**src/psd_pkg.sv**
```systemverilog
// ============================================================================
// psd_pkg: shared types and constants for the parity steered deque
// Transfer payload structs, status and command codes, and cell control.
// ============================================================================
`timescale 1ns / 1ps
`default_nettype none

package psd_pkg;

    // Default number of storage cells in the chain.
    localparam int MAX_DEPTH_DEF = 128;

    // Widths fixed by the transfer fields.
    localparam int DATA_W = 32;
    localparam int FILL_W = 8;
    localparam int CAP_W  = 8;

    // Operation codes carried in the input transfer.
    typedef enum logic {
        CMD_PUSH = 1'b0,
        CMD_POP  = 1'b1
    } t_cmd;

    // Result status codes.
    typedef enum logic [1:0] {
        ST_OK     = 2'd0,
        ST_UNINIT = 2'd1,
        ST_FULL   = 2'd2,
        ST_EMPTY  = 2'd3
    } t_status;

    // One input item.
    typedef struct packed {
        t_cmd                      command;
        logic signed [DATA_W-1:0]  value;
    } t_in;

    // One result item.
    typedef struct packed {
        t_status                   status;
        logic signed [DATA_W-1:0]  read_value;
        logic        [FILL_W-1:0]  fill_level;
    } t_out;

    // Control broadcast from the controller to every cell.
    typedef struct packed {
        logic              shift_fwd;   // push at front: take left neighbor
        logic              shift_back;  // pop: take right neighbor
        logic              push_back;   // push at back: cell at count loads value
        logic [FILL_W-1:0] count;       // current number of stored values
    } t_cell_ctl;

endpackage

`default_nettype wire

```
**src/psd_cell.sv**
```systemverilog
// ============================================================================
// psd_cell: one storage cell of the deque chain
// Holds one value and moves it toward the front or back with its neighbors.
// ============================================================================
`timescale 1ns / 1ps
`default_nettype none

module psd_cell #(
    parameter int MAX_DEPTH = psd_pkg::MAX_DEPTH_DEF,
    parameter int CELL_IDX  = 0
) (
    input  wire                                   i_clk,
    input  wire psd_pkg::t_cell_ctl               i_ctl,
    input  wire logic signed [psd_pkg::DATA_W-1:0] i_value,
    input  wire logic signed [psd_pkg::DATA_W-1:0] i_left,
    input  wire logic signed [psd_pkg::DATA_W-1:0] i_right,
    output logic signed      [psd_pkg::DATA_W-1:0] o_data
);
    import psd_pkg::*;

    // Compare width wide enough for both the count and this cell's index.
    localparam int IDX_W = (MAX_DEPTH > 2) ? $clog2(MAX_DEPTH) : 1;
    localparam int CMP_W = (FILL_W > IDX_W) ? FILL_W : IDX_W;

    logic signed [DATA_W-1:0] r_data;
    logic signed [DATA_W-1:0] n_data;
    logic                     w_is_tail;

    // This cell is the first free slot behind the stored values.
    assign w_is_tail = (CMP_W'(i_ctl.count) == CMP_W'(CELL_IDX));

    // Next value: shift with a neighbor or load the pushed value.
    always_comb begin
        n_data = r_data;
        if (i_ctl.shift_fwd) begin
            n_data = i_left;
        end else if (i_ctl.shift_back) begin
            n_data = i_right;
        end else if (i_ctl.push_back && w_is_tail) begin
            n_data = i_value;
        end
    end

    // Payload storage needs no reset.
    always_ff @(posedge i_clk) begin
        r_data <= n_data;
    end

    assign o_data = r_data;

endmodule

`default_nettype wire

```
**config.mk**
```make
export PLATFORM = sky130hd
export DESIGN_NAME = psd_cell
export DESIGN_NICKNAME = d
export VERILOG_FILES = /design/src/psd_pkg.sv /design/src/psd_cell.sv
export SDC_FILE = /design/constraint.sdc
export NUM_CORES = 1
export LEC_CHECK = 0
export BUFFER_PORTS_ARGS = -buffer_cell sky130_fd_sc_hd__buf_2
export CAP_MARGIN = 10
export CORE_ASPECT_RATIO = 0.8
export CORE_MARGIN = 2
export CORE_UTILIZATION = 39
export CTS_CLUSTER_SIZE = 24
export DETAILED_ROUTE_END_ITERATION = 10
export PLACE_DENSITY = 0.8
export SETUP_SLACK_MARGIN = 0.4
export SYNTH_ARGS = -nofsm -noshare
export SYNTH_HDL_FRONTEND = slang
export SYNTH_SLANG_ARGS = --single-unit
```
**constraint.sdc**
```tcl
create_clock -name i_clk -period 2.3 [get_ports i_clk]
set_input_delay 0.46 -clock i_clk [delete_from_list [all_inputs] [get_ports i_clk]]
set_output_delay 0.46 -clock i_clk [all_outputs]
set_load 0.02 [all_outputs]
```
==> flow_summary_export.csv <==
group,metric,value,unit
run_status,outcome,"complete, no violations",
final_layout,final-seq-area,961,sq um
worst_setup_path,crit_path_start_kind,"primary input",
global_route,grt_util_all_layers,16.7,%
synthesis,post_synth_instance_area,1690,sq um
power_and_ir_drop,share_clk_of_total_power,26.3,%
final_layout,finish.net_count,391,
clock_tree,root_driver,"clkbuf_8",
worst_setup_path,crit_path_end_kind,"flop",
sta,final.min_clock_period,1360,ps
worst_setup_path,crit_path_end,"o_data[18]$_DFFE_PP_",
synthesis,postSynthCellCount,143,
synthesis,ys_warn_count,0,
floorplan,fp.dieArea,4890,sq um
clock_tree,number_of_levels_the_h_tree_was_split_into,2,
clock_tree,cts-resized-gates,0,
final_layout,antenna-diode-count,0,
placement,globalplace.congestion,0.670,
sta,slew_headroom,74.8,%
synthesis,seq_area_frac_synth,56.7,%
final_layout,drive_above_1_share,52.8,%
final_layout,area_growth,47.6,%
synthesis,yosys_register_bits,32,
floorplan,die_width,77.7,um
detailed_routing,drt-initial-drc-count,34,
placement,detailed_place.area,2420,sq um
clock_tree,worst_setup_hold_path_clk_slew,60,ps
job,drv.max_cap_violation_count,0,
detailed_routing,wl,4020,um
power_and_ir_drop,power.leakage,1.26,nW
worst_setup_path,crit_start,"i_ctl[9]",
clock_tree,tritoncts.num_buffers,5,
sta,unrepaired_setup_endpoints_after_global_routing,"no",
detailed_routing,route.antenna.remaining_nets,0,
worst_setup_path,crit_path_max_fanout,13,
final_layout,total_area_of_multi_input_combinational_cells,629,sq um
clock_tree,cts.sinks,32,
final_layout,most-common-layout-cells,"139 x buf_2, 32 x mux2i_1, 32 x nand2_1, 32 x edfxtp_1, 29 x o21ai_1",
sta,hold_ws,463,ps
detailed_routing,route.detailed.vias_per_inst,4.61,
worst_setup_path,crit_arrival,1370,ps
final_layout,utilization,59.8,%
power_and_ir_drop,power.sequential.fraction,49.1,%
final_layout,fillcell_total,367,
detailed_routing,drc_errors,0,
global_route,grt_ovf,0,
floorplan,ios,140,
hold_path,hold_path_depth,3,
synthesis,synth_cell_types,13,
final_layout,layout.cells.most_common,"buf_2",
sta,slew_violations,0,
synthesis,postSynthNetCount,251,
power_and_ir_drop,max-vdd-ir-drop,280,uV
power_and_ir_drop,total_power_consumption,1.50,mW
placement,post-dp-hpwl,3240,um
detailed_routing,route.vias.total,1572,
detailed_routing,wl_per_cell,11.8,um
worst_setup_path,path_class,"in -> reg",
sta,fin_crit_sh,59.2,%
final_layout,final_design_area_no_fill,2500,sq um
floorplan,core_area,4180,sq um
power_and_ir_drop,power.net_switching,0.406,mW
worst_setup_path,worstPathRequired,2310,ps
clock_tree,tritoncts,"built",
placement,io_buffer_count,139,
sta,setup-tns-final,0,ps
detailed_routing,detailedRoute.firstPassIterationCount,4,
global_route,grt_max_degree,36,
global_route,grt_antenna_before_repair,0,
hold_path,timing.hold.worst.class,"in -> reg",
power_and_ir_drop,power_frac_comb,24.6,%
sta,setup_viol,0,
clock_tree,clockBufferDepth,2,
global_route,grt_pass1_vias,1570,
floorplan,starting_density_of_the_core,40.6,%
floorplan,row_count,21,
floorplan,die_height,63.0,um
sta,timing_hold_violations_final,0,
sta,timing_limited_maximum_frequency,735,MHz
power_and_ir_drop,p_int,1.10,mW
final_layout,largest_register_ffs,32,
synthesis,syn-mean-instance-area,11.8,sq um
sta,tightest_slew,378,ps
power_and_ir_drop,power-per-cell-area,601,nW/um^2
power_and_ir_drop,sw_share,27.0,%
clock_tree,post-cts-setup-buffers,0,
global_route,wire_length_of_the_first_global_routing_pass,6430,um
clock_tree,cts-hold-fix-buffers,0,
[power groups by stage]
stage | Clock (mW) | Sequential, mW | Combinational, mW
global route | 0.440 | 0.744 | 0.403
finish | 0.395 | 0.738 | 0.369
detailed placement | 0 | 0.751 | 0.374
floorplan | 0 | 0.844 | 0.116
CTS | 0.414 | 0.740 | 0.375
global placement | 0 | 0.746 | 0.368
[cell usage after synthesis, drive strengths merged]
| cell type | instances | share of area, % |
|---|---|---|
| a311o | 1 | 0.59 |
| buf | 10 | 6.0 |
| clkbuf | 1 | 0.22 |
| edfxtp | 32 | 57 |
| mux2i | 32 | 19 |
| nand2 | 32 | 7.1 |
| nor2 | 1 | 0.22 |
| nor3 | 1 | 0.30 |
| nor4b | 1 | 0.52 |
| o21ai | 32 | 9.5 |
[layout make-up]
| cell class | count | share of cell area, % |
|---|---|---|
| Timing Repair Buffer | 144 | 30.3 |
| Clock inverter | 1 | 0.150 |
| Sequential cell | 32 | 38.4 |
| Multi-Input combinational cell | 100 | 25.2 |
| Clock buffer | 7 | 3.05 |
| Tap cell | 57 | 2.85 |
[critical path, cell delays in order]
cell,delay [ps]
buf_2,320
buf_4,280
mux2i_1,220
o21ai_1,80
[cell families after synthesis]
group	synth area share, %
simple gates	8.12
flops	56.7
buf+inv	6.20
mux	18.9
compound gates	10.0
[through the flow]
stage | std cells | setup WS, ps
3_5_place_dp | 333 | 628
2_1_floorplan | 143 | 613
3_3_place_gp | 333 | 681
5_1_grt | 341 | 854
6_report | 341 | 939
4_1_cts | 341 | 932
[routing by layer]
layer  track usage [%]  routed length, um
met3              5.20                380
met5                 0                  0
met2              31.1               2080
met4              7.14                 38
met1              17.2               1520
[worst min path at each step]
stage                           from                    to  slack, ps
after global routing      i_left[22]  o_data[22]$_DFFE_PP_        470
final                     i_left[29]  o_data[29]$_DFFE_PP_        460
after global placement    i_left[22]  o_data[22]$_DFFE_PP_        750
after CTS                 i_left[29]  o_data[29]$_DFFE_PP_        450
after detailed placement  i_left[29]  o_data[29]$_DFFE_PP_        740
after floorplan            i_left[0]   o_data[0]$_DFFE_PP_        650
Note: power is estimated with default switching activity, not from simulation.
