$ cat src/psd_pkg.sv
// ============================================================================
// psd_pkg: shared types and constants for the parity steered deque
// Transfer payload structs, status and command codes, and cell control.
// ============================================================================
`timescale 1ns / 1ps
`default_nettype none

package psd_pkg;

    // Default number of storage cells in the chain.
    localparam int MAX_DEPTH_DEF = 128;

    // Widths fixed by the transfer fields.
    localparam int DATA_W = 32;
    localparam int FILL_W = 8;
    localparam int CAP_W  = 8;

    // Operation codes carried in the input transfer.
    typedef enum logic {
        CMD_PUSH = 1'b0,
        CMD_POP  = 1'b1
    } t_cmd;

    // Result status codes.
    typedef enum logic [1:0] {
        ST_OK     = 2'd0,
        ST_UNINIT = 2'd1,
        ST_FULL   = 2'd2,
        ST_EMPTY  = 2'd3
    } t_status;

    // One input item.
    typedef struct packed {
        t_cmd                      command;
        logic signed [DATA_W-1:0]  value;
    } t_in;

    // One result item.
    typedef struct packed {
        t_status                   status;
        logic signed [DATA_W-1:0]  read_value;
        logic        [FILL_W-1:0]  fill_level;
    } t_out;

    // Control broadcast from the controller to every cell.
    typedef struct packed {
        logic              shift_fwd;   // push at front: take left neighbor
        logic              shift_back;  // pop: take right neighbor
        logic              push_back;   // push at back: cell at count loads value
        logic [FILL_W-1:0] count;       // current number of stored values
    } t_cell_ctl;

endpackage

`default_nettype wire

$ cat src/psd_ctrl.sv
// ============================================================================
// psd_ctrl: deque controller
// Capacity register, fill count, status decision, cell control and the
// output register.
// ============================================================================
`timescale 1ns / 1ps
`default_nettype none

module psd_ctrl #(
    parameter int MAX_DEPTH = psd_pkg::MAX_DEPTH_DEF
) (
    input  wire                                    i_clk,
    input  wire                                    i_rst_n,
    // Input channel
    input  wire                                    i_in_valid,
    output logic                                   o_in_stall,
    input  wire psd_pkg::t_in                      i_in_data,
    // Output channel
    output logic                                   o_out_valid,
    input  wire                                    i_out_stall,
    output psd_pkg::t_out                          o_out_data,
    // Configuration channel
    input  wire                                    i_cfg_valid,
    output logic                                   o_cfg_ready,
    input  wire logic [psd_pkg::CAP_W-1:0]         i_cfg_data,
    // Cell chain
    input  wire logic signed [psd_pkg::DATA_W-1:0] i_front_data,
    output psd_pkg::t_cell_ctl                     o_cell_ctl
);
    import psd_pkg::*;

    logic [CAP_W-1:0]  r_capacity;
    logic [FILL_W-1:0] r_count;
    logic [FILL_W-1:0] n_count;
    logic              r_out_valid;
    t_out              r_out_data;
    t_out              n_out_data;

    logic w_accept;
    logic w_cfg_wr;
    logic w_init_ok;
    logic w_full;
    logic w_empty;
    logic w_push_front;
    logic w_push_back;
    logic w_pop;

    // Handshakes: the output register frees up when its transfer completes.
    assign o_in_stall  = r_out_valid && i_out_stall;
    assign w_accept    = i_in_valid && !o_in_stall;
    assign o_cfg_ready = 1'b1;
    assign w_cfg_wr    = i_cfg_valid && o_cfg_ready;

    // A capacity of zero or above the cell count means not initialized.
    assign w_init_ok = (r_capacity != '0) && !(32'(r_capacity) > 32'(MAX_DEPTH));
    assign w_full    = (r_count >= r_capacity);
    assign w_empty   = (r_count == '0);

    // Decide the operation and its status.
    always_comb begin
        w_push_front          = 1'b0;
        w_push_back           = 1'b0;
        w_pop                 = 1'b0;
        n_count               = r_count;
        n_out_data.status     = ST_OK;
        n_out_data.read_value = '0;
        if (!w_init_ok) begin
            n_out_data.status = ST_UNINIT;
        end else if (i_in_data.command == CMD_PUSH) begin
            if (w_full) begin
                n_out_data.status = ST_FULL;
            end else begin
                // Odd values enter at the front, even values at the back.
                w_push_front = i_in_data.value[0];
                w_push_back  = !i_in_data.value[0];
                n_count      = r_count + FILL_W'(1);
            end
        end else begin
            if (w_empty) begin
                n_out_data.status = ST_EMPTY;
            end else begin
                w_pop                 = 1'b1;
                n_out_data.read_value = i_front_data;
                n_count               = r_count - FILL_W'(1);
            end
        end
        n_out_data.fill_level = n_count;
    end

    // Cell control is only active on an accepted transfer.
    always_comb begin
        o_cell_ctl.shift_fwd  = w_accept && w_push_front;
        o_cell_ctl.shift_back = w_accept && w_pop;
        o_cell_ctl.push_back  = w_accept && w_push_back;
        o_cell_ctl.count      = r_count;
    end

    // Capacity and fill count; a capacity write empties the deque.
    always_ff @(posedge i_clk) begin
        if (!i_rst_n) begin
            r_capacity <= '0;
            r_count    <= '0;
        end else if (w_cfg_wr) begin
            r_capacity <= i_cfg_data;
            r_count    <= '0;
        end else if (w_accept) begin
            r_count <= n_count;
        end
    end

    // Output valid flag.
    always_ff @(posedge i_clk) begin
        if (!i_rst_n) begin
            r_out_valid <= 1'b0;
        end else if (w_accept) begin
            r_out_valid <= 1'b1;
        end else if (!i_out_stall) begin
            r_out_valid <= 1'b0;
        end
    end

    // Output payload holds while stalled.
    always_ff @(posedge i_clk) begin
        if (w_accept) begin
            r_out_data <= n_out_data;
        end
    end

    assign o_out_valid = r_out_valid;
    assign o_out_data  = r_out_data;

    // The fill count never passes the capacity.
    a_count_bound: assert property (@(posedge i_clk) disable iff (!i_rst_n)
        r_count <= r_capacity)
        else $error("fill count above capacity");

    // A successful push raises the count by one.
    a_push_inc: assert property (@(posedge i_clk) disable iff (!i_rst_n)
        (w_accept && (w_push_front || w_push_back) && !w_cfg_wr)
        |=> (r_count == $past(r_count) + FILL_W'(1)))
        else $error("push did not raise fill count");

    // A successful pop lowers the count by one.
    a_pop_dec: assert property (@(posedge i_clk) disable iff (!i_rst_n)
        (w_accept && w_pop && !w_cfg_wr)
        |=> (r_count == $past(r_count) - FILL_W'(1)))
        else $error("pop did not lower fill count");

    // A not-initialized result always reports an empty deque.
    a_uninit_fill: assert property (@(posedge i_clk) disable iff (!i_rst_n)
        (r_out_valid && (r_out_data.status == ST_UNINIT))
        |-> (r_out_data.fill_level == '0))
        else $error("not-initialized result with nonzero fill level");

endmodule

`default_nettype wire

$ cat config.mk
export PLATFORM = sky130hd
export DESIGN_NAME = psd_ctrl
export DESIGN_NICKNAME = d
export VERILOG_FILES = /design/src/psd_pkg.sv /design/src/psd_ctrl.sv
export SDC_FILE = /design/constraint.sdc
export NUM_CORES = 1
export LEC_CHECK = 0
export CAP_MARGIN = 20
export CORE_AREA = 2 2 72 74
export CTS_BUF_LIST = sky130_fd_sc_hd__clkbuf_16
export DETAILED_ROUTE_END_ITERATION = 12
export DIE_AREA = 0 0 74 76
export DONT_BUFFER_PORTS = 1
export GPL_TIMING_DRIVEN = 0
export PLACE_DENSITY = 0.77
export SKIP_CTS_REPAIR_TIMING = 1
export SLEW_MARGIN = 20
export SYNTH_ARGS = -nofsm -noshare
export SYNTH_HDL_FRONTEND = slang
export SYNTH_SLANG_ARGS = --single-unit
export TNS_END_PERCENT = 100
$ cat constraint.sdc
create_clock -name i_clk -period 3.65 [get_ports i_clk]
set_clock_uncertainty 0.15 [all_clocks]
set_input_delay 0.1825 -clock i_clk [delete_from_list [all_inputs] [get_ports i_clk]]
set_output_delay 0.1825 -clock i_clk [all_outputs]
set_load 0.01 [all_outputs]
==> impl_metrics.csv <==
group,metric,value,unit
synth,synth-edff-count,42,
finish,diodes,0,
setup_path,worst_reg_to_reg_setup_slack,0.53,ns
place,post-dp-hpwl,4410,um
die,initial_utilization,0.599,
synth,yosys.area_share.xor_xnor,0.00893,
sta,timing.max_slew.rel_slack,0.281,
detailed_routing,final_ant_viol_nets,0,
synth,adder_cell_fraction_of_synth_area,0.0425,
setup_path,worst_path_largest_cell_delay,0.85,ns
grt,first_global_vias,1956,
synth,library_cell_with_the_largest_summed_area_after_synthesis,"sky130_fd_sc_hd__edfxtp_1",
grt,grt_remaining_overflow,0,
power_and_ir_drop,total_leakage_power,1.46,nW
power_and_ir_drop,worst_ir_drop_vdd,0.000356,V
synth,share_of_flip_flops_with_an_asynchronous_set_or_reset,0,
detailed_routing,vias,2306,
job,maxCapViolations,0,
synth,avg_synthesized_cell_area,10.7,um2
place,dp.cells,345,
die,placementRows,26,
setup_path,cp.buffers_inverters,2,
synth,post_synth_inst_count,274,
synth,number_of_warning_messages_in_the_yosys_log,0,
synth,compound_cell_area_share_of_the_yosys_netlist,0.128,
sta,finalSetupViolations,0,
grt,antenna_found_initial,0,
setup_path,critical_path_data_required_time,3.68,ns
sta,slew_at_the_pin_with_the_worst_max_slew_slack,1.07,ns
setup_path,worst_ep_arrival_time,3.16,ns
sta,fmaxAchievable,320,MHz
grt,grt_start_max_net_pins,42,
setup_path,worstSetupEndpointType,"flip-flop",
die,chipWidth,74,um
setup_path,startpoint_type,"flip-flop",
synth,yosysSeqAreaShare,0.544,
sta,finalCriticalPeriod,3.12,ns
clock_tree,clk_root_buffer_cell,"sky130_fd_sc_hd__clkbuf_16",
grt,first_pass_grt_wire_length,9400,um
clock_tree,tritoncts_clock_tree,"built",
detailed_routing,routed_via_density,5.72,
synth,synth_nets,362,
synth,synth_top_family_by_area,"simple AND/OR/NAND/NOR gates",
synth,synth_area_leaders,"sky130_fd_sc_hd__edfxtp_1, sky130_fd_sc_hd__dfxtp_1, sky130_fd_sc_hd__and2_1, sky130_fd_sc_hd__ha_1, sky130_fd_sc_hd__mux2i_1",
setup_path,crit_slowest_cell,"sky130_fd_sc_hd__nor3_1",
detailed_routing,remaining_drc_errors,0,
clock_tree,clkLatencyLatePin,0.32,ns
finish,layout.filler_cells,341,
detailed_routing,drtPass1Iterations,5,
synth,synth-seq-cells,59,
die,die-area,5620,um2
clock_tree,clock_path_buffers,2,
sta,final_tns_setup,0,ns
finish,design.final.nets,416,
synth,post_synth_and_or_nand_nor_area_fraction,0.207,
detailed_routing,wire_per_inst,17.0,um
grt,grt_util_all_layers,0.221,
sta,final_max_slew_viol_count,0,
setup_path,cpLargestDelayFamily,"simple AND/OR/NAND/NOR gates",
finish,post_layout_nonfiller_instances,403,
synth,netlist-cell-type-count,47,
die,core,4910,um2
synth,synth.cell_area,2940,um2
finish,synthToLayoutAreaGrowth,27.7,%
synth,synth_top_flop_cell,"sky130_fd_sc_hd__edfxtp_1",
sta,holdWs,0.0692,ns
setup_path,crit_chain,"inv_1, ha_1, or3b_2, o21ai_0, nor3_1, clkbuf_1, and2_1",
die,die-height,76,um
hold_path,min-delay-path-class,"in -> reg",
sta,grt_setup_unrepaired,"false",
clock_tree,cts_inserted_buffers,9,
die,num_io_pins,134,
synth,synth.top_cell.area_share,0.429,
sta,finalCritPeriodShare,0.856,
clock_tree,num_clock_sinks,59,
setup_path,cp_max_fo,10,
status,run_status,"finished clean",
place,gp_congestion,0.970,
detailed_routing,routed_wirelength,6840,um
place,port-buffer-count,0,
synth,synth_mux_area_frac,0.0311,
finish,final_layout_size_suffix_gt1_frac,0.0631,
power_and_ir_drop,power_per_cell_area,485,nW/um2
setup_path,timing_worst_setup_path_type,"reg -> reg",
detailed_routing,drt_iter0_drc,162,
clock_tree,cts_max_level,3,
clock_tree,clk_transition_reported_paths,0.05,ns
sta,timing_hold_violations_final,0,
## final cells by class
cell class | instances | area (um2) | share of cell area
inverter | 13 | 50.0 | 0.0133
tap | 70 | 87.6 | 0.0233
clock inverter | 7 | 60.1 | 0.0160
buffer | 15 | 60.1 | 0.0160
sequential | 59 | 1600 | 0.426
timing repair buffer | 43 | 440 | 0.117
multi-input combinational | 187 | 1230 | 0.328
clock buffer | 9 | 225 | 0.0600
## flip-flops by register name, summed over array words and instances, names as in the netlist
signal,count
o_out_data,42
o_out_valid,1
r_capacity,8
r_count,8
## per-layer routing
layer  up-vias  part of all wire  track usage  wire (um)
li1       1123                 -            -          -
met1      1052              0.40        0.271       2710
met2       117              0.51        0.334       3480
met3        14             0.078       0.0833        537
met4         0             0.017        0.115        116
met5         -                 0            0          0
## metrics by stage
stage,setup slack (ns),power [mW],cell area (um2),util
finish,0.525,1.82,3760,0.765
CTS,0.556,1.79,3340,0.679
detailed placement,0.521,0.999,3050,0.621
global route,0.261,1.90,3760,0.765
global placement,0.0765,0.993,3030,0.617
floorplan,0.813,0.951,2940,-
## synthesized netlist by cell type (5+ instances only)
cell type / count
sky130_fd_sc_hd__ha_1: 10
sky130_fd_sc_hd__or3_1: 5
sky130_fd_sc_hd__edfxtp_1: 42
sky130_fd_sc_hd__inv_1: 12
sky130_fd_sc_hd__o21ai_0: 12
sky130_fd_sc_hd__and2_1: 34
sky130_fd_sc_hd__nor2_1: 12
sky130_fd_sc_hd__mux2i_1: 8
sky130_fd_sc_hd__a21oi_1: 10
sky130_fd_sc_hd__nand2_1: 9
sky130_fd_sc_hd__nand3_1: 13
sky130_fd_sc_hd__nor2b_1: 9
sky130_fd_sc_hd__dfxtp_1: 17
sky130_fd_sc_hd__nor4_1: 5
sky130_fd_sc_hd__clkbuf_1: 14
sky130_fd_sc_hd__a31oi_1: 6
sky130_fd_sc_hd__nor3_1: 5
sky130_fd_sc_hd__or4_1: 5
## worst register-to-register path, delay by kind of cell (launching register included)
kind                     cells  cell delay (ns)
AO/OA/AOI/OAI                1             0.17
adder cells (fa/ha/maj)      1             0.32
buffers and inverters        2             0.52
flip-flops                   1             0.50
AND/OR/NAND/NOR              3             1.31
## logic make-up after synthesis
logic type               count (synthesis)
AO/OA/AOI/OAI                           57
XOR/XNOR                                 3
adder cells (fa/ha/maj)                 10
buffers and inverters                   28
flip-flops                              59
multiplexers                             9
other                                    1
AND/OR/NAND/NOR                        107
## worst paths after layout
kind | startpoint | end | cells past startpoint
hold / removal | i_in_valid | r_count[6] | 2
setup reg to reg | r_count[0] | o_out_data[8] | 7
hold reg to reg | r_capacity[5] | r_capacity[5] | 2
setup / recovery | r_count[0] | o_out_data[8] | 7
## cells in the final DEF, fill, tap and decap left out, drive strengths merged, types with 2 or more instances in the layout
master and count:
buf 2, a21o 3, a211oi 3, or4 5, nand2 9, edfxtp 42, a22oi 2, dlygate4sd3 42
nand2b 3, clkinv 6, clkbuf 23, nand3 13, nor2b 9, o22ai 2, and3 4, mux2i 8
nor4 5, or3 5, o21ai 13, o21a 3, dfxtp 17, nor3 5, xnor2 3, a2bb2oi 2
ha 10, inv 13, o31ai 2, a31oi 6, o21bai 2, a21oi 10, and2 34, nor2 12
## where the power goes
group | switching (mW) | total (mW) | leakage [nW] | internal (mW)
logic | 0.124 | 0.221 | 0.753 | 0.0968
registers | 0.0390 | 0.807 | 0.564 | 0.768
clock network | 0.274 | 0.793 | 0.145 | 0.518
total | 0.437 | 1.82 | 1.46 | 1.38
(Power assumes the default switching activity.)
